[config.mk]
export PLATFORM = sky130hd
export DESIGN_NAME = utf8_to_macroman_fourcc
export DESIGN_NICKNAME = d
export VERILOG_FILES = /design/src/hdl/u2mfcc_pkg.sv /design/src/hdl/u2mfcc_lookup.sv /design/src/hdl/u2mfcc_step.sv /design/src/hdl/utf8_to_macroman_fourcc.sv
export SDC_FILE = /design/constraint.sdc
export NUM_CORES = 1
export LEC_CHECK = 0
export ABC_AREA = 0
export BUFFER_PORTS_ARGS = -buffer_cell sky130_fd_sc_hd__buf_4
export CAP_MARGIN = 25
export CORE_ASPECT_RATIO = 0.7
export CORE_UTILIZATION = 40
export CTS_CLUSTER_SIZE = 10
export DETAILED_ROUTE_END_ITERATION = 7
export GPL_TIMING_DRIVEN = 0
export SYNTH_ARGS = -nofsm -noshare
export SYNTH_HDL_FRONTEND = slang
export SYNTH_SLANG_ARGS = --single-unit
[constraint.sdc]
create_clock -name clock -period 3.8 [get_ports clock]
set_clock_uncertainty 0.05 [all_clocks]
set_input_delay 0.19 -clock clock [delete_from_list [all_inputs] [get_ports clock]]
set_output_delay 0.19 -clock clock [all_outputs]
set_load 0.02 [all_outputs]
[src/hdl/u2mfcc_pkg.sv]
package u2mfcc_pkg;

   localparam int CODE_CHARS_DEF = 4;
   localparam int BYTE_W         = 8;
   localparam int CODE_W         = 32;
   localparam int POINT_W        = 16;
   localparam int PEND_W         = 2;
   localparam int MR_TABLE_DEPTH = 128;
   localparam int MR_INDEX_W     = $clog2(MR_TABLE_DEPTH);

   localparam logic [POINT_W-1:0] ASCII_LIMIT = 16'h0080;

   localparam logic [1:0] CONT_TAG  = 2'b10;
   localparam logic [2:0] LEAD2_TAG = 3'b110;
   localparam logic [3:0] LEAD3_TAG = 4'b1110;

   localparam logic STATUS_OK      = 1'b0;
   localparam logic STATUS_INVALID = 1'b1;

   localparam logic [POINT_W-1:0] MR_HIGH_TABLE [MR_TABLE_DEPTH] = '{
      16'h00C4, 16'h00C5, 16'h00C7, 16'h00C9, 16'h00D1, 16'h00D6, 16'h00DC, 16'h00E1,
      16'h00E0, 16'h00E2, 16'h00E4, 16'h00E3, 16'h00E5, 16'h00E7, 16'h00E9, 16'h00E8,
      16'h00EA, 16'h00EB, 16'h00ED, 16'h00EC, 16'h00EE, 16'h00EF, 16'h00F1, 16'h00F3,
      16'h00F2, 16'h00F4, 16'h00F6, 16'h00F5, 16'h00FA, 16'h00F9, 16'h00FB, 16'h00FC,
      16'h2020, 16'h00B0, 16'h00A2, 16'h00A3, 16'h00A7, 16'h2022, 16'h00B6, 16'h00DF,
      16'h00AE, 16'h00A9, 16'h2122, 16'h00B4, 16'h00A8, 16'h2260, 16'h00C6, 16'h00D8,
      16'h221E, 16'h00B1, 16'h2264, 16'h2265, 16'h00A5, 16'h00B5, 16'h2202, 16'h2211,
      16'h220F, 16'h03C0, 16'h222B, 16'h00AA, 16'h00BA, 16'h03A9, 16'h00E6, 16'h00F8,
      16'h00BF, 16'h00A1, 16'h00AC, 16'h221A, 16'h0192, 16'h2248, 16'h2206, 16'h00AB,
      16'h00BB, 16'h2026, 16'h00A0, 16'h00C0, 16'h00C3, 16'h00D5, 16'h0152, 16'h0153,
      16'h2013, 16'h2014, 16'h201C, 16'h201D, 16'h2018, 16'h2019, 16'h00F7, 16'h25CA,
      16'h00FF, 16'h0178, 16'h2044, 16'h20AC, 16'h2039, 16'h203A, 16'hFB01, 16'hFB02,
      16'h2021, 16'h00B7, 16'h201A, 16'h201E, 16'h2030, 16'h00C2, 16'h00CA, 16'h00C1,
      16'h00CB, 16'h00C8, 16'h00CD, 16'h00CE, 16'h00CF, 16'h00CC, 16'h00D3, 16'h00D4,
      16'hF8FF, 16'h00D2, 16'h00DA, 16'h00DB, 16'h00D9, 16'h0131, 16'h02C6, 16'h02DC,
      16'h00AF, 16'h02D8, 16'h02D9, 16'h02DA, 16'h00B8, 16'h02DD, 16'h02DB, 16'h02C7
   };

   typedef struct packed {
      logic                  hit;
      logic [MR_INDEX_W-1:0] index;
   } lookup_type;

   typedef struct packed {
      logic              valid;
      logic [CODE_W-1:0] type_code;
      logic              status;
   } result_type;

endpackage

[src/hdl/u2mfcc_lookup.sv]
module u2mfcc_lookup
   import u2mfcc_pkg::*;
(
   input  logic [POINT_W-1:0] point,
   output lookup_type         match
);

   always_comb begin
      match = '0;
      // scan downward so the lowest matching index wins
      for (int k = MR_TABLE_DEPTH - 1; k >= 0; k--) begin
         if (MR_HIGH_TABLE[k] == point) begin
            match.hit   = 1'b1;
            match.index = MR_INDEX_W'(k);
         end
      end
   end

endmodule

[src/hdl/u2mfcc_step.sv]
module u2mfcc_step
   import u2mfcc_pkg::*;
#(
   parameter int CODE_CHARS = CODE_CHARS_DEF
)
(
   input  logic              clock,
   input  logic              reset,
   input  logic              item_fire,
   input  logic [BYTE_W-1:0] item_byte,
   input  logic              item_end,
   output result_type        result
);

   localparam int CHARS_W = $clog2(CODE_CHARS + 1);
   localparam logic [CHARS_W-1:0] CHARS_FULL = CHARS_W'(CODE_CHARS);

   logic [PEND_W-1:0]  pend_ff, pend_in;
   logic [POINT_W-1:0] partial_ff, partial_in;
   logic [CHARS_W-1:0] chars_ff, chars_in;
   logic [CODE_W-1:0]  code_ff, code_in;
   logic               error_ff, error_in;
   logic               term_ff, term_in;

   logic [POINT_W-1:0] partial_next;
   logic [POINT_W-1:0] emit_point;
   logic [BYTE_W-1:0]  emit_byte;
   logic               emit;
   logic               ok;
   lookup_type         match;

   assign partial_next = {partial_ff[POINT_W-7:0], item_byte[5:0]};
   assign emit_point   = (pend_ff != '0) ? partial_next : {{(POINT_W-BYTE_W){1'b0}}, item_byte};

   u2mfcc_lookup u_lookup (
      .point (emit_point),
      .match (match)
   );

   assign emit_byte = (emit_point < ASCII_LIMIT) ? emit_point[BYTE_W-1:0]
                                                 : {1'b1, match.index};

   always_comb begin
      pend_in    = pend_ff;
      partial_in = partial_ff;
      chars_in   = chars_ff;
      code_in    = code_ff;
      error_in   = error_ff;
      term_in    = term_ff;
      emit       = 1'b0;
      ok         = !error_ff && (pend_ff == '0) && (chars_ff == CHARS_FULL);
      result     = '0;

      if (item_fire) begin
         if (item_end) begin
            result.valid     = 1'b1;
            result.type_code = ok ? code_ff : '0;
            result.status    = ok ? STATUS_OK : STATUS_INVALID;
            pend_in    = '0;
            partial_in = '0;
            chars_in   = '0;
            code_in    = '0;
            error_in   = 1'b0;
            term_in    = 1'b0;
         end else if (!error_ff && !term_ff) begin
            if (pend_ff != '0) begin
               if (item_byte[7:6] != CONT_TAG) begin
                  error_in = 1'b1;
               end else begin
                  partial_in = partial_next;
                  pend_in    = pend_ff - 1'b1;
                  emit       = (pend_ff == PEND_W'(1));
               end
            end else if (item_byte == '0) begin
               term_in = 1'b1;
            end else if (chars_ff >= CHARS_FULL) begin
               error_in = 1'b1;
            end else if (!item_byte[7]) begin
               emit = 1'b1;
            end else if (item_byte[7:5] == LEAD2_TAG) begin
               partial_in = {{(POINT_W-5){1'b0}}, item_byte[4:0]};
               pend_in    = PEND_W'(1);
            end else if (item_byte[7:4] == LEAD3_TAG) begin
               partial_in = {{(POINT_W-4){1'b0}}, item_byte[3:0]};
               pend_in    = PEND_W'(2);
            end else begin
               error_in = 1'b1;
            end
         end
      end

      if (emit) begin
         if ((emit_point < ASCII_LIMIT) || match.hit) begin
            code_in  = {code_ff[CODE_W-BYTE_W-1:0], emit_byte};
            chars_in = chars_ff + 1'b1;
         end else begin
            error_in = 1'b1;
         end
      end
   end

   always_ff @(posedge clock) begin
      if (reset) begin
         pend_ff    <= '0;
         partial_ff <= '0;
         chars_ff   <= '0;
         code_ff    <= '0;
         error_ff   <= 1'b0;
         term_ff    <= 1'b0;
      end else begin
         pend_ff    <= pend_in;
         partial_ff <= partial_in;
         chars_ff   <= chars_in;
         code_ff    <= code_in;
         error_ff   <= error_in;
         term_ff    <= term_in;
      end
   end

endmodule

[src/hdl/utf8_to_macroman_fourcc.sv]
// An accepted end beat passes the input register, then the result register, to rsp.
// Throughput: 1 beat per cycle unless an end beat waits on a held result beat;
// the decode step and 128-entry compare network sit between the two registers.
// Reset: synchronous, active high; clears the decoder state and both
// valid registers, so no result is pending after reset.
module utf8_to_macroman_fourcc
   import u2mfcc_pkg::*;
#(
   parameter int CODE_CHARS = CODE_CHARS_DEF
)
(
   input  logic              clock,
   input  logic              reset,
   input  logic              req_valid,
   output logic              req_stall,
   input  logic [BYTE_W-1:0] req_text_byte,
   input  logic              req_end_of_text,
   output logic              rsp_valid,
   input  logic              rsp_stall,
   output logic [CODE_W-1:0] rsp_type_code,
   output logic              rsp_status
);

   logic              in_valid_ff, in_valid_in;
   logic [BYTE_W-1:0] in_byte_ff, in_byte_in;
   logic              in_end_ff, in_end_in;
   logic              out_valid_ff, out_valid_in;
   logic [CODE_W-1:0] out_code_ff, out_code_in;
   logic              out_status_ff, out_status_in;

   logic       out_free;
   logic       consume;
   logic       accept;
   result_type result;

   assign out_free  = !out_valid_ff || !rsp_stall;
   assign consume   = in_valid_ff && (!in_end_ff || out_free);
   assign req_stall = in_valid_ff && !consume;
   assign accept    = req_valid && !req_stall;

   u2mfcc_step #(
      .CODE_CHARS (CODE_CHARS)
   ) u_step (
      .clock     (clock),
      .reset     (reset),
      .item_fire (consume),
      .item_byte (in_byte_ff),
      .item_end  (in_end_ff),
      .result    (result)
   );

   always_comb begin
      in_valid_in   = in_valid_ff;
      in_byte_in    = in_byte_ff;
      in_end_in     = in_end_ff;
      out_valid_in  = out_valid_ff;
      out_code_in   = out_code_ff;
      out_status_in = out_status_ff;

      if (accept) begin
         in_valid_in = 1'b1;
         in_byte_in  = req_text_byte;
         in_end_in   = req_end_of_text;
      end else if (consume) begin
         in_valid_in = 1'b0;
      end

      // hold the result beat while the far side stalls
      if (out_free) begin
         out_valid_in  = result.valid;
         out_code_in   = result.type_code;
         out_status_in = result.status;
      end
   end

   always_ff @(posedge clock) begin
      if (reset) begin
         in_valid_ff  <= 1'b0;
         out_valid_ff <= 1'b0;
      end else begin
         in_valid_ff  <= in_valid_in;
         out_valid_ff <= out_valid_in;
      end
      in_byte_ff    <= in_byte_in;
      in_end_ff     <= in_end_in;
      out_code_ff   <= out_code_in;
      out_status_ff <= out_status_in;
   end

   assign rsp_valid     = out_valid_ff;
   assign rsp_type_code = out_code_ff;
   assign rsp_status    = out_status_ff;

endmodule

==> summary.txt <==
Timing
  • Final Hold Fails: 0
  • Setup ws final: 0.0245 ns
  • Worst slew margin: 24.8%
  • Tightest Pin Transition: 1.12 ns
  • F_max: 265 MHz
  • Final setup viols: 0
  • Slew Limit Fails: 0
  • Crit share post-route: 99.4%
  • Setup TNS: 0 ns
  • Hold WS: 0.0287 ns
  • Final Critical Period: 3.78 ns

Critical path
  • Data required time of the worst path: 3.98 ns
  • Crit path to: u_step.code_ff[0]
  • Critical path endpoint category: register
  • CP Class: reg2reg
  • RR Startpoint: in_byte_ff[2]
  • CP Launch Type: register
  • Crit. Startpoint: in_byte_ff[2]
  • Slowest stage delay, CP: 0.78 ns
  • Worst reg-to-reg setup slack: 0.02 ns
  • Worst path arrival time: 3.95 ns
  • Crit-path max FO: 10
  • Worst-path cell chain: buf_2 -> nor2b_1 -> clkbuf_1 -> nand2_1 -> o22ai_1 -> a221oi_1 -> o32ai_1 -> a211oi_1 -> nand4_1 -> nor4_1 -> nor3_1
  • CP max-delay cell: a221oi_1
  • Worst r2r path cells: 11
  • Reg-to-Reg End: u_step.code_ff[0]

Cells and area
  • Fin util: 48.2%
  • Most frequent cells in the layout: nor2_1, nand2_1, buf_4
  • ANT cells: 0
  • # fillers: 1489
  • Area of the multi-input gates: 0.00379 mm^2
  • Finished Cell Area: 0.00744 mm^2
  • Fin cells: 1058
  • Synth-to-Final Area Change: 17.9%
  • Reg area: 0.00228 mm^2
  • Most common cell after layout, fill and taps aside: nor2_1
  • Nets: 868
  • Fraction of layout cells with a size suffix above 1: 15.2%

Routing
  • Drt first pass iters: 8
  • Vias: 7102
  • Via density: 6.71
  • WL per Instance: 26.5 um
  • DRC: 6
  • Wirelength, routed: 28000 um
  • ANT nets after route: 0
  • DRT iter0 DRCs: 1325

Die
  • Die width: 152 um
  • Core Box Area: 0.0155 mm^2
  • FP Rows: 38
  • Initial Util: 40.9%
  • Die Ht: 107 um
  • # IOs: 48
  • Die area: 0.0163 mm^2

Power
  • Worst vdd ir: 0.191 mV
  • P_leak: 2.84 nW
  • Total power: 2.34 mW
  • Pwr per Cell Area: 315 mW/mm^2

Placed design
  • Worst slack at placement: -0.331 ns
  • Port Buf Inserts: 47
  • HPWL Detailed: 21300 um
  • Placed inst area: 0.00698 mm^2
  • Cells after DPL: 1033
  • Gpl congestion: 1.07

Clocking
  • Clock sink count: 93
  • CTS Buf Count: 9
  • Root buffer cell: clkbuf_16
  • Clock Latency Late Sink: 0.36 ns
  • CTS max path bufs: 2
  • CTS clk-pin slew, worst paths: 0.07 ns
  • Htree depth: 3
  • CTS tree: built

Outcome
  • Failing checks: design-rule violations
  • Status: complete, but fails checks

Yosys
  • Yosys Warn Count: 0
  • Syn Nets: 795
  • Synth area leaders: edfxtp_1, dfxtp_1, nor2_1, and2_1, nand2_1
  • Yosys top cell area share: 20.0%
  • Flop and latch count out of synthesis: 93
  • Mean Syn Cell Area: 8.09 um^2
  • Ys async rst share: 0%
  • Synth Instances: 780
  • Synth cell types: 78
  • Number of synthesized flops with an enable pin: 42
  • Sequential share of the synthesized area: 36.2%
  • Dominant synthesized flop cell: dfxtp_1
  • Post-Syn Area: 0.00631 mm^2
  • Synth area leader: edfxtp_1

GRT
  • Remaining Overflow, GRT: 0
  • Vias in the first global route: 6301
  • Initial antenna violation count: 1
  • Pin count of the biggest net entering global routing: 41
  • Total GRT Usage: 34.4%
  • First-pass GRT wire length: 41200 um

Hold path
  • Hold Path Class: in2reg

Flow run
  • # Max-Cap Violations: 0
[report_power, final]
group          internal [mW]  switching (mW)  total [mW]
Combinational          0.108           0.265       0.374
Clock                  0.487           0.406       0.893
Sequential              1.06          0.0152        1.08
Total                   1.66           0.687        2.34
[sequential cells by signal (all words and copies together), names as in the netlist, 2 cells and up]
signal             cells
u_step.chars_ff        3
rsp_type_code         32
u_step.partial_ff     10
u_step.pend_ff         2
in_byte_ff             8
u_step.code_ff        32
[timing repair]
action | CTS | global route
gates resized for setup | 7 | 23
buffers inserted | 3 | 1
endpoints found under the hold margin | 9 | 0
hold buffers | 9 | 0
endpoints found under the setup margin | 34 | 33
pin swaps | 2 | 2
[synth_stat cells, types with 6 or more instances]
library cell	number
a31oi_1	6
and2_1	57
o22ai_1	10
o21ai_0	31
a21oi_1	39
nor3b_1	6
a32oi_1	6
or3_1	9
o211ai_1	8
dfxtp_1	51
edfxtp_1	42
nand3_1	38
buf_2	12
nand4_1	17
nor2_1	97
or4_1	7
nor4_1	26
nand2_1	63
clkbuf_1	37
mux2i_1	22
nor2b_1	13
a211oi_1	10
nand2b_1	15
nor3_1	35
inv_1	7
o31ai_1	6
[cell type report]
cell class / instances / share of cell area (%)
Buffer: 55 / 3.65
Clock buffer: 12 / 3.46
Clock inverter: 4 / 0.404
Inverter: 9 / 0.471
Multi-Input combinational cell: 619 / 51.0
Sequential cell: 93 / 30.7
Tap cell: 200 / 3.36
Timing Repair Buffer: 66 / 6.98
[critical path, delay by kind of cell, from the launching register on]
kind            cells  cell delay, ns
compound gates      4            1.51
buf+inv             2            0.56
flops               1            0.43
simple gates        5            1.09
[cell families (layout without fill, tap and decap cells)]
kind of cell    count (synthesis)  after routing  synth area share, %
fa+ha+maj                       2              2                0.396
simple gates                  419            419                 35.6
buf+inv                        68            146                 4.94
compound gates                170            170                 18.6
mux                            23             23                 3.67
xor+xnor                        5              5                0.694
flops                          93             93                 36.2
[worst min path at each step]
| stage | start | to | depth (start not counted) |
|---|---|---|---|
| 3_3_place_gp | req_text_byte[3] | in_byte_ff[3] | 1 |
| 4_1_cts | req_valid | in_valid_ff | 3 |
| 2_1_floorplan | req_text_byte[0] | in_byte_ff[0] | 0 |
| 3_5_place_dp | req_text_byte[1] | in_byte_ff[1] | 1 |
| 5_1_grt | req_valid | in_valid_ff | 3 |
| 6_report | req_valid | in_valid_ff | 3 |
[per-layer routing]
metal	GRT usage, %	wire, um
met5	0	0
met4	10.4	786
met3	13.3	4160
met2	44.7	10400
met1	50.7	12700
Power figures use the tool's default switching activity.
